## config.mk

```make
export PLATFORM = sky130hd
export DESIGN_NAME = banked_memory_map_decoder_top
export DESIGN_NICKNAME = d
export VERILOG_FILES = /design/src/bmmd_pkg.sv /design/src/bmmd_decode.sv /design/src/banked_memory_map_decoder_top.sv
export SDC_FILE = /design/constraint.sdc
export NUM_CORES = 1
export LEC_CHECK = 0
export ABC_AREA = 0
export BUFFER_PORTS_ARGS = -buffer_cell sky130_fd_sc_hd__buf_2
export CORE_ASPECT_RATIO = 0.7
export CORE_UTILIZATION = 28
export CTS_BUF_LIST = sky130_fd_sc_hd__clkbuf_4 sky130_fd_sc_hd__clkbuf_8 sky130_fd_sc_hd__clkbuf_16
export CTS_CLUSTER_SIZE = 8
export DETAILED_ROUTE_END_ITERATION = 7
export SETUP_SLACK_MARGIN = 0.2
export SLEW_MARGIN = 20
export SYNTH_ARGS = -nofsm -noshare
export SYNTH_HDL_FRONTEND = slang
export SYNTH_SLANG_ARGS = --single-unit
```

## constraint.sdc

```tcl
create_clock -name clock -period 4.16 [get_ports clock]
set_clock_uncertainty 0.15 [all_clocks]
set_input_delay 0.416 -clock clock [delete_from_list [all_inputs] [get_ports clock]]
set_output_delay 0.416 -clock clock [all_outputs]
set_load 0.02 [all_outputs]
```

## src/bmmd_pkg.sv

```systemverilog
`timescale 1ns / 1ps

package bmmd_pkg;

   // Region codes reported on the result channel.
   localparam logic [3:0] REGION_ROM      = 4'd0;
   localparam logic [3:0] REGION_VRAM     = 4'd1;
   localparam logic [3:0] REGION_CART_RAM = 4'd2;
   localparam logic [3:0] REGION_WRAM     = 4'd3;
   localparam logic [3:0] REGION_OAM      = 4'd4;
   localparam logic [3:0] REGION_WAVE     = 4'd5;
   localparam logic [3:0] REGION_HRAM     = 4'd6;
   localparam logic [3:0] REGION_IO       = 4'd7;
   localparam logic [3:0] REGION_BANK_CTL = 4'd8;

   // Bank controller types.
   localparam logic [2:0] CTRL_NONE = 3'd0;
   localparam logic [2:0] CTRL_MBC1 = 3'd1;
   localparam logic [2:0] CTRL_MBC2 = 3'd2;
   localparam logic [2:0] CTRL_MBC3 = 3'd3;
   localparam logic [2:0] CTRL_MBC5 = 3'd4;

   // Configuration register indexes.
   localparam int unsigned CSR_INDEX_WIDTH = 1;
   localparam int unsigned CSR_DATA_WIDTH  = 18;
   localparam logic [CSR_INDEX_WIDTH-1:0] CSR_CONTROLLER_TYPE = 1'd0;
   localparam logic [CSR_INDEX_WIDTH-1:0] CSR_CART_RAM_BYTES  = 1'd1;

   // Access kinds.
   localparam logic FUNC_READ  = 1'b0;
   localparam logic FUNC_WRITE = 1'b1;

   // Address map boundaries.
   localparam logic [15:0] ECHO_BASE     = 16'hE000;
   localparam logic [15:0] ECHO_LAST     = 16'hFDFF;
   localparam logic [15:0] ECHO_DISTANCE = 16'h2000;
   localparam logic [15:0] VRAM_BASE     = 16'h8000;
   localparam logic [15:0] CART_BASE     = 16'hA000;
   localparam logic [15:0] WRAM_BASE     = 16'hC000;
   localparam logic [15:0] OAM_BASE      = 16'hFE00;
   localparam logic [15:0] OAM_LAST      = 16'hFE9F;
   localparam logic [15:0] WAVE_BASE     = 16'hFF30;
   localparam logic [15:0] WAVE_LAST     = 16'hFF3F;
   localparam logic [15:0] HRAM_BASE     = 16'hFF80;
   localparam logic [15:0] HRAM_LAST     = 16'hFFFE;

   // Bank control windows inside the ROM area.
   localparam logic [15:0] ROM_SEL_BASE  = 16'h2000;
   localparam logic [15:0] ROM_SEL_LAST  = 16'h4000;
   localparam logic [15:0] MBC5_SEL_LAST = 16'h3000;
   localparam logic [15:0] MBC2_SEL_BASE = 16'h2100;
   localparam logic [15:0] MBC2_SEL_LAST = 16'h2200;
   localparam logic [15:0] RAM_SEL_BASE  = 16'h4000;
   localparam logic [15:0] RAM_SEL_LAST  = 16'h6000;

   localparam logic [7:0] ROM_BANK_RESET = 8'd1;
   localparam logic [7:0] RAM_BANK_RESET = 8'd0;

   typedef struct packed {
      logic        func;
      logic [15:0] address;
      logic [7:0]  write_data;
      logic        vram_bank;
      logic [2:0]  wram_bank;
   } req_type;

   typedef struct packed {
      logic [3:0]  region;
      logic [21:0] offset;
      logic        store_write;
      logic [7:0]  data_out;
      logic        open_bus;
   } rsp_type;

   // Bank register update requested by one access.
   typedef struct packed {
      logic       rom_we;
      logic [7:0] rom_value;
      logic       ram_we;
      logic [7:0] ram_value;
   } bank_update_type;

endpackage

```

## src/bmmd_decode.sv

```systemverilog
`timescale 1ns / 1ps

module bmmd_decode (
   input  bmmd_pkg::req_type         item,
   input  logic [2:0]                controller_type,
   input  logic [17:0]               cart_ram_bytes,
   input  logic [7:0]                rom_bank,
   input  logic [7:0]                cart_ram_bank,
   output bmmd_pkg::rsp_type         result,
   output bmmd_pkg::bank_update_type bank_update
);
   import bmmd_pkg::*;

   logic [15:0] addr;
   logic [20:0] cart_offset;
   logic [2:0]  wram_sel;
   logic        is_write;
   logic        in_rom_sel;
   logic        in_ram_sel;

   // Echo RAM folds onto work RAM.
   always_comb begin
      if (item.address >= ECHO_BASE && item.address <= ECHO_LAST) begin
         addr = item.address - ECHO_DISTANCE;
      end else begin
         addr = item.address;
      end
   end

   assign is_write    = (item.func == FUNC_WRITE);
   assign cart_offset = {cart_ram_bank, addr[12:0]};
   assign wram_sel    = (item.wram_bank == 3'd0) ? 3'd1 : item.wram_bank;
   assign in_rom_sel  = (addr >= ROM_SEL_BASE) && (addr < ROM_SEL_LAST);
   assign in_ram_sel  = (addr >= RAM_SEL_BASE) && (addr < RAM_SEL_LAST);

   always_comb begin
      result.region      = REGION_IO;
      result.offset      = {6'd0, addr};
      result.store_write = item.func;
      result.data_out    = is_write ? item.write_data : 8'd0;
      result.open_bus    = 1'b0;

      if (addr < VRAM_BASE) begin
         if (is_write) begin
            result.region      = REGION_BANK_CTL;
            result.store_write = 1'b0;
         end else begin
            result.region = REGION_ROM;
            if (addr[14]) begin
               result.offset = {rom_bank, addr[13:0]};
            end
         end
      end else if (addr < CART_BASE) begin
         result.region = REGION_VRAM;
         result.offset = {8'd0, item.vram_bank, addr[12:0]};
      end else if (addr < WRAM_BASE) begin
         result.region = REGION_CART_RAM;
         result.offset = {1'b0, cart_offset};
         if (cart_offset >= {3'd0, cart_ram_bytes}) begin
            result.open_bus    = 1'b1;
            result.store_write = 1'b0;
         end
      end else if (addr < ECHO_BASE) begin
         result.region = REGION_WRAM;
         if (addr[12]) begin
            result.offset = {7'd0, wram_sel, addr[11:0]};
         end else begin
            result.offset = {10'd0, addr[11:0]};
         end
      end else if (addr >= OAM_BASE && addr <= OAM_LAST) begin
         result.region = REGION_OAM;
         result.offset = {6'd0, addr - OAM_BASE};
      end else if (addr >= WAVE_BASE && addr <= WAVE_LAST) begin
         result.region = REGION_WAVE;
         result.offset = {6'd0, addr - WAVE_BASE};
      end else if (addr >= HRAM_BASE && addr <= HRAM_LAST) begin
         result.region = REGION_HRAM;
         result.offset = {6'd0, addr - HRAM_BASE};
      end
   end

   // Bank register writes through the ROM window.
   always_comb begin
      bank_update.rom_we    = 1'b0;
      bank_update.rom_value = item.write_data;
      bank_update.ram_we    = 1'b0;
      bank_update.ram_value = item.write_data;
      if (is_write && addr < VRAM_BASE) begin
         case (controller_type)
            CTRL_MBC1: begin
               if (in_rom_sel) begin
                  bank_update.rom_we = 1'b1;
                  if (item.write_data == 8'd0) begin
                     bank_update.rom_value = 8'd1;
                  end
               end else if (in_ram_sel) begin
                  bank_update.ram_we = 1'b1;
               end
            end
            CTRL_MBC2: begin
               bank_update.rom_we = (addr >= MBC2_SEL_BASE) && (addr < MBC2_SEL_LAST);
            end
            CTRL_MBC3: begin
               bank_update.rom_we = in_rom_sel;
               bank_update.ram_we = in_ram_sel;
            end
            CTRL_MBC5: begin
               bank_update.rom_we = (addr >= ROM_SEL_BASE) && (addr < MBC5_SEL_LAST);
               bank_update.ram_we = in_ram_sel;
            end
            default: begin
               bank_update.rom_we = 1'b0;
            end
         endcase
      end
   end

endmodule

```

## src/banked_memory_map_decoder_top.sv

```systemverilog
`timescale 1ns / 1ps

// Channel   Direction  Handshake             Payload
// req_      in         req_valid/req_stall   bmmd_pkg::req_type (one bus access)
// rsp_      out        rsp_valid/rsp_stall   bmmd_pkg::rsp_type (region, offset, flags)
// csr_      in         csr_valid/csr_ready   csr_index, csr_data (register write)
//
// One beat is taken per cycle while req_stall is low, set by the single decode pass
// between two registers. A request beat enters the input register when accepted and is
// decoded into the result register once that register is free, where its result is
// offered. Bank register updates land with that move, so the next beat already sees them.
// Reset is synchronous and active high; it empties both stages, clears the configuration
// and sets the ROM bank to 1 and the cartridge RAM bank to 0. When rsp_stall holds the
// result register, the input register still takes one beat.
module banked_memory_map_decoder_top (
   input  logic                                        clock,
   input  logic                                        reset,
   input  logic                                        req_valid,
   output logic                                        req_stall,
   input  bmmd_pkg::req_type                           req_payload,
   output logic                                        rsp_valid,
   input  logic                                        rsp_stall,
   output bmmd_pkg::rsp_type                           rsp_payload,
   input  logic                                        csr_valid,
   output logic                                        csr_ready,
   input  logic [bmmd_pkg::CSR_INDEX_WIDTH-1:0]        csr_index,
   input  logic [bmmd_pkg::CSR_DATA_WIDTH-1:0]         csr_data
);
   import bmmd_pkg::*;

   // Input stage.
   logic            in_valid_ff;
   logic            in_valid_in;
   req_type         in_item_ff;
   req_type         in_item_in;

   // Result stage.
   logic            out_valid_ff;
   logic            out_valid_in;
   rsp_type         out_item_ff;
   rsp_type         out_item_in;

   // Configuration and bank state.
   logic [2:0]      ctrl_type_ff;
   logic [2:0]      ctrl_type_in;
   logic [17:0]     ram_bytes_ff;
   logic [17:0]     ram_bytes_in;
   logic [7:0]      rom_bank_ff;
   logic [7:0]      rom_bank_in;
   logic [7:0]      ram_bank_ff;
   logic [7:0]      ram_bank_in;

   logic            out_free;
   logic            advance;
   logic            req_take;
   logic            csr_take;
   rsp_type         decoded;
   bank_update_type bank_update;

   bmmd_decode u_decode (
      .item            (in_item_ff),
      .controller_type (ctrl_type_ff),
      .cart_ram_bytes  (ram_bytes_ff),
      .rom_bank        (rom_bank_ff),
      .cart_ram_bank   (ram_bank_ff),
      .result          (decoded),
      .bank_update     (bank_update)
   );

   // The result register frees up when it is empty or its beat leaves this cycle.
   // The input register moves forward whenever the result register is free, so it
   // only stalls the requester when it is full and the result side is blocked.
   assign out_free  = !out_valid_ff || !rsp_stall;
   assign advance   = in_valid_ff && out_free;
   assign req_stall = in_valid_ff && !out_free;
   assign req_take  = req_valid && !req_stall;

   assign csr_ready = 1'b1;
   assign csr_take  = csr_valid && csr_ready;

   assign rsp_valid   = out_valid_ff;
   assign rsp_payload = out_item_ff;

   always_comb begin
      in_valid_in  = in_valid_ff;
      in_item_in   = in_item_ff;
      out_valid_in = out_valid_ff;
      out_item_in  = out_item_ff;
      rom_bank_in  = rom_bank_ff;
      ram_bank_in  = ram_bank_ff;
      ctrl_type_in = ctrl_type_ff;
      ram_bytes_in = ram_bytes_ff;

      if (out_free) begin
         out_valid_in = in_valid_ff;
      end
      if (advance) begin
         out_item_in = decoded;
         // Bank writes commit as the access leaves the input register, in beat order.
         if (bank_update.rom_we) begin
            rom_bank_in = bank_update.rom_value;
         end
         if (bank_update.ram_we) begin
            ram_bank_in = bank_update.ram_value;
         end
      end

      if (req_take) begin
         in_valid_in = 1'b1;
         in_item_in  = req_payload;
      end else if (advance) begin
         in_valid_in = 1'b0;
      end

      if (csr_take) begin
         case (csr_index)
            CSR_CONTROLLER_TYPE: ctrl_type_in = csr_data[2:0];
            CSR_CART_RAM_BYTES:  ram_bytes_in = csr_data;
            default:             ctrl_type_in = ctrl_type_ff;
         endcase
      end
   end

   always_ff @(posedge clock) begin
      if (reset) begin
         in_valid_ff  <= 1'b0;
         out_valid_ff <= 1'b0;
         ctrl_type_ff <= CTRL_NONE;
         ram_bytes_ff <= 18'd0;
         rom_bank_ff  <= ROM_BANK_RESET;
         ram_bank_ff  <= RAM_BANK_RESET;
      end else begin
         in_valid_ff  <= in_valid_in;
         out_valid_ff <= out_valid_in;
         ctrl_type_ff <= ctrl_type_in;
         ram_bytes_ff <= ram_bytes_in;
         rom_bank_ff  <= rom_bank_in;
         ram_bank_ff  <= ram_bank_in;
      end
      in_item_ff  <= in_item_in;
      out_item_ff <= out_item_in;
   end

   // Without a bank controller the bank registers never move.
   assert property (@(posedge clock) disable iff (reset)
      (ctrl_type_ff == CTRL_NONE) |=> ($stable(rom_bank_ff) && $stable(ram_bank_ff)))
      else $error("bank register changed with no bank controller");

   // A write into the ROM area leaves as a bank control result that stores nothing.
   assert property (@(posedge clock) disable iff (reset)
      (advance && in_item_ff.func == FUNC_WRITE && in_item_ff.address < VRAM_BASE)
      |=> (out_valid_ff && out_item_ff.region == REGION_BANK_CTL
           && !out_item_ff.store_write))
      else $error("ROM area write did not become a bank control result");

   // Out-of-range cartridge RAM is only flagged for cartridge RAM and never stored.
   assert property (@(posedge clock) disable iff (reset)
      (out_valid_ff && out_item_ff.open_bus)
      |-> (out_item_ff.region == REGION_CART_RAM && !out_item_ff.store_write))
      else $error("open bus flagged outside cartridge RAM or with a store");

   // The requester is held off only while the input register is full and blocked.
   assert property (@(posedge clock) disable iff (reset)
      req_stall |-> (in_valid_ff && out_valid_ff && rsp_stall))
      else $error("request stalled without a full blocked pipeline");

endmodule
```

==> results of run 1 <==
[flip-flops by register name, indices dropped and copies added, names as in the netlist]
name / count
ram_bytes_ff: 18
ram_bank_ff: 8
in_valid_ff: 1
rsp_payload: 36
rsp_valid: 1
rom_bank_ff: 8
in_item_ff: 29
ctrl_type_ff: 3
[worst paths after layout]
check | from | end | slack, ns | depth (start not counted)
worst min register to register | ram_bytes_ff[4] | ram_bytes_ff[4] | 0.31 | 2
worst max-delay path | in_item_ff[19] | rsp_payload[32] | 1.30 | 6
worst max register to register | in_item_ff[19] | rsp_payload[32] | 1.30 | 6
worst min-delay path | req_payload[4] | in_item_ff[4] | 0.09 | 1
[worst max-delay path: stages (launching register included)]
cell and delay, ns:
edfxtp_1 0.53, ha_1 0.24, or2b_2 0.31, or4_1 0.51, a21o_1 0.23, or3_1 0.38, a32o_1 0.27
[report_power, final]
group | internal [mW] | switching (mW)
Sequential | 1.14 | 0.0401
Clock | 0.484 | 0.414
Combinational | 0.0815 | 0.128
[layout make-up]
| type | instances | area, um2 | area share, % |
|---|---|---|---|
| tap | 225 | 282 | 4.79 |
| multi-input combinational | 294 | 1950 | 33.2 |
| clock inverter | 7 | 92.6 | 1.57 |
| inverter | 31 | 116 | 1.98 |
| sequential | 104 | 2730 | 46.4 |
| clock buffer | 9 | 225 | 3.83 |
| timing repair buffer | 94 | 480 | 8.17 |
[routing by layer]
metal	global-route usage [%]	up-vias	routed length, um
met5	0	-	0
met4	3.46	0	118
met3	3.55	9	590
met2	22.3	96	5350
met1	20.8	1722	6480
li1	-	1780	-
[through the flow]
| stage | instances | instance area, um2 | power [mW] |
|---|---|---|---|
| floorplan | 446 | 4860 | 1.33 |
| global placement | 748 | 5550 | 1.41 |
| detailed placement | 748 | 5550 | 1.42 |
| CTS | 764 | 5870 | 2.32 |
| global route | 764 | 5880 | 2.39 |
| finish | 764 | 5880 | 2.29 |
[placed cells by master (no fill, tap or decap), types with 8 or more instances in the layout]
master     instances
nor2_1            19
o21ai_0           14
a21oi_1           28
dfxtp_1           39
edfxtp_1          65
and2_1            11
nand2_1           51
mux2i_1           20
nand2b_1          25
nand4_1            9
clkbuf_16          9
inv_1             31
nor3_1             8
nand3_1           11
ha_1              27
buf_2             90
[cell families after synthesis]
| group | after synthesis |
|---|---|
| multiplexers | 20 |
| AND/OR/NAND/NOR | 167 |
| other | 1 |
| XOR/XNOR | 1 |
| flip-flops | 104 |
| AO/OA/AOI/OAI | 78 |
| adder cells (fa/ha/maj) | 27 |
| buffers and inverters | 48 |
==> impl_metrics.ini, run 1 <==
[floorplan]
dieArea_um2 = 17900
ioPinCount = 92
fp.dieW_um = 159
placeableCoreArea_um2 = 16600
die_height_um = 112
initial_core_util_pct = 29.2
row_count = 39

[yosys]
synthSimpleGateAreaFrac_pct = 18.1
synth_area_um2 = 4860
synth_mux_area_share_pct = 4.12
synth_xor_area_share_pct = 0.180
synth-compound-area-share_pct = 10.3
ys_async_sr_fraction_pct = 0
yosys.area.top_type = edfxtp_1
yosys_register_bits = 104
synthCells = 446
ys_types = 53
synth_area_leaders = edfxtp_1 (40%), dfxtp_1 (16%), ha_1 (6.9%), mux2i_1 (4.1%), nand2_1 (3.9%)
synth.most_common_cell = edfxtp_1
avgSynthCellArea_um2 = 10.9
synth_top_area_share_pct = 40.2
synth_common_cells = edfxtp_1 (65), nand2_1 (51), dfxtp_1 (39)
synth_top_family_by_area = simple AND/OR/NAND/NOR gates
seq_area_frac_synth_pct = 56.2
synthFlopType = edfxtp_1
synthAdderAreaFrac_pct = 6.95
synth_fp_nets = 526
synth-edff-count = 65
ys_warn_count = 0

[global_routing]
grt_pass1_vias = 3740
antenna_found_initial = 0
grt_pass1_wl_um = 20200
grt_max_degree = 49
overflow = 0
grt_usage_pct = 14.6

[layout]
layout.nets = 614
antenna_cells = 0
post-route-util_pct = 35.4
final_layout_size_suffix_gt1_share_pct = 22.3
n_fill_cell = 1678
area_growth_pct = 21.0

[clock_network]
htree_levels = 3
postCtsResizedCells = 0
numCtsBuffers = 9
cts.hold.buffers_added = 0
cts_tree = built
cts_setup_buffers = 0
path_clk_slew_ns = 0.08
cts-root-buf = clkbuf_16
clk_latency_ns = 0.35
cts_buffer_depth = 2
clock-sinks = 104

[drt]
wirelength_um = 12500
drc = 0
routedWlPerCell_um = 16.4
vias_per_cell = 4.72
antenna_left = 0
drt_iter0_markers = 180
first_pass_iters = 4
dr_total_vias = 3607

[worst_setup_path]
worst-path-max-fanout = 8
crit_path_end_kind = register
crit_required_ns = 4.11
crit_type = reg -> reg
critPathLaunchType = register
critPathArrivalTime_ns = 2.82

[power]
p_per_area_nw_per_um2 = 390
p_leak_nw = 2.28
ir_worst_vdd_uv = 177

[sta]
hold_viol = 0
timing.hold.ws_ns = 0.0863
setup_ws_ns = 1.30
max_clock_freq_mhz = 349
fin_crit_ns = 2.86
slew_violations = 0
rsz0062_at_grt = false
worst_slew_pin_slew_ns = 0.720
setup_violations = 0
fin_crit_sh_pct = 68.9
maxSlewHeadroom_pct = 51.3
final.setup.tns_ns = 0

[placed_design]
place_ws_ns = 1.31
gp_congestion = 0.864
dp_hpwl_um = 9490
io_buffers = 90

[flow_run]
drv_cap = 0

[hold_path]
hp-class = in -> reg

[run_status]
status = finished clean
Note: power is estimated with default switching activity, not from simulation.
==> run 2: changes to the inputs <==
ABC_AREA = 1   (was 0)
clock period = 2.9 ns   (was 4.16 ns; I/O delays follow)
==> run 2 against run 1 <==
Effect of this change:
- clock power up 35%
- largest power group unchanged
- highest routed layer unchanged
- design area up 5.2%
- non-clock buffer count rose by 31
- combinational power increased by 85%
- sequential share of layout area fell by 2.3 points
- critical path depth rose by 5
==> impl_metrics.ini, run 2 <==
[run_status]
status = finished clean

[yosys]
avgSynthCellArea_um2 = 9.95
synth_area_um2 = 4860
synth_area_leaders = edfxtp_1 (40%), dfxtp_1 (16%), ha_1 (6.9%), inv_1 (5.2%), a21oi_1 (5.0%)
synth-edff-count = 65
ys_async_sr_fraction_pct = 0
ys_warn_count = 0
yosys_register_bits = 104
synth_xor_area_share_pct = 0.180
synth_top_family_by_area = simple AND/OR/NAND/NOR gates
synthSimpleGateAreaFrac_pct = 15.2
seq_area_frac_synth_pct = 56.2
synthCells = 489
synth-compound-area-share_pct = 14.0
synth_common_cells = inv_1 (67), edfxtp_1 (65), a21oi_1 (49), o21ai_0 (49), nand2_1 (46)
synth_mux_area_share_pct = 0
synth_top_area_share_pct = 40.1
synthFlopType = edfxtp_1
synth.most_common_cell = inv_1
synthAdderAreaFrac_pct = 6.95
ys_types = 41
yosys.area.top_type = edfxtp_1
synth_fp_nets = 569

[global_routing]
grt_pass1_wl_um = 19400
grt_usage_pct = 14.4
grt.met3_usage_pct = 3.88
grt_util_met2_pct = 19.0
busiest_layer = met1
overflow = 0
grt_pass1_vias = 3589
antenna_found_initial = 0
grt_max_degree = 38
grt_util_met1_pct = 22.3

[layout]
layout.nets = 695
final_common_cell = buf_2
post-route-util_pct = 37.2
largest_reg_flops = 36
multi_input_area_um2 = 1780
antenna_cells = 0
regArea_um2 = 2730
layout_common_cells = buf_2 (90), inv_1 (67), edfxtp_1 (65)
n_fill_cell = 1684
final_layout_size_suffix_gt1_share_pct = 24.8
area_growth_pct = 27.2
postLayoutCellArea_um2 = 6190

[sta]
slew_violations = 0
maxSlewHeadroom_pct = 53.4
rsz0062_at_grt = false
hold_viol = 0
worst_slew_pin_slew_ns = 0.697
fin_crit_ns = 2.31
setup_violations = 0
final.setup.tns_ns = 0
max_clock_freq_mhz = 432
fin_crit_sh_pct = 79.8

[power]
ir_worst_vdd_uv = 235
p_leak_nw = 2.64
p_per_area_nw_per_um2 = 531

[clock_network]
numCtsBuffers = 9
htree_levels = 3
cts_tree = built
path_clk_slew_ns = 0.08
clk_latency_ns = 0.36
clock-sinks = 104
cts-root-buf = clkbuf_16
postCtsResizedCells = 0
cts_setup_buffers = 0
cts_buffer_depth = 2

[placed_design]
io_buffers = 90
gp_congestion = 0.851
dp_hpwl_um = 9120
place_area_um2 = 5590

[worst_setup_path]
crit_required_ns = 2.85
critPathLaunchType = register
crit_type = reg -> reg
worst-path-max-fanout = 5
rr_worst_depth = 11
critPathArrivalTime_ns = 2.27
crit_path_end_kind = register

[drt]
drt_iter0_markers = 272
dr_total_vias = 3805
first_pass_iters = 5
antenna_left = 0
vias_per_cell = 4.50
drc = 0
routedWlPerCell_um = 14.6
wirelength_um = 12400

[hold_path]
hp-class = in -> reg
hold_depth = 3

[flow_run]
drv_cap = 0

[floorplan]
row_count = 39
dieArea_um2 = 17900
placeableCoreArea_um2 = 16600
initial_core_util_pct = 29.2
ioPinCount = 92
die_height_um = 112
fp.dieW_um = 160
-- run 2: cell count changes after synthesis, sizes merged, moves of 5 or more --
cell | previous run | this run
nor2 | 19 | 36
o211ai | 5 | 0
mux2i | 20 | 0
inv | 31 | 81
a21oi | 28 | 54
clkbuf | 13 | 7
o21ai | 14 | 55
and2 | 11 | 0
nand2b | 25 | 0
a22o | 6 | 0
nand3 | 11 | 30
-- run 2: timing repair --
item	4_1_cts	5_1_grt
endpoints found under the setup margin	0	0
hold buffers	30	0
endpoints found under the hold margin	31	0
-- run 2: final timing paths --
check / from / endpoint / slack [ns]
min: csr_valid / ram_bytes_ff[0] / 0.06
max reg2reg: in_item_ff[17] / rsp_payload[22] / 0.59
min reg2reg: ram_bytes_ff[1] / ram_bytes_ff[1] / 0.32
max: in_item_ff[17] / rsp_payload[22] / 0.59
-- run 2: metrics by stage --
stage	power [mW]	setup slack (ns)	hold WS (ns)	std cells
global route	3.44	0.445	0.0491	845
CTS	3.34	0.609	0.0440	845
floorplan	1.94	0.578	0.209	489
finish	3.29	0.586	0.0585	845
detailed placement	2.08	0.629	0.303	799
global placement	2.08	0.619	0.306	799
-- run 2: critical path, stage by stage (launching register included) --
cell and delay [ns]:
edfxtp_1 0.50, inv_1 0.16, ha_1 0.17, nand3_1 0.07, o21ai_0 0.32, a21oi_4 0.12
nor2_2 0.22, inv_2 0.08, nand3_2 0.08, inv_2 0.04, o31ai_1 0.07, a21oi_2 0.09
-- run 2: per-layer routing --
layer / share of wire [%] / vias to the layer above
li1: - / 1932
met1: 55 / 1728
met2: 38 / 129
met3: 5.9 / 16
met4: 1.4 / 0
met5: 0 / -
-- run 2: cell families after synthesis --
| group | after synthesis |
|---|---|
| simple gates | 144 |
| fa+ha+maj | 27 |
| other cells | 1 |
| compound gates | 119 |
| flops | 104 |
| buf+inv | 93 |
| xor+xnor | 1 |
-- run 2: cell type report --
cell class	count	share of cell area, %
clock buffer	10	3.76
sequential	104	44.2
tap	225	4.55
inverter	83	5.06
clock inverter	6	1.03
timing repair buffer	125	12.7
multi-input combinational	292	28.7
-- run 2: report_power, final --
part / internal (mW) / switching [mW]
Sequential: 1.65 / 0.0432
Clock: 0.616 / 0.591
Combinational: 0.147 / 0.241
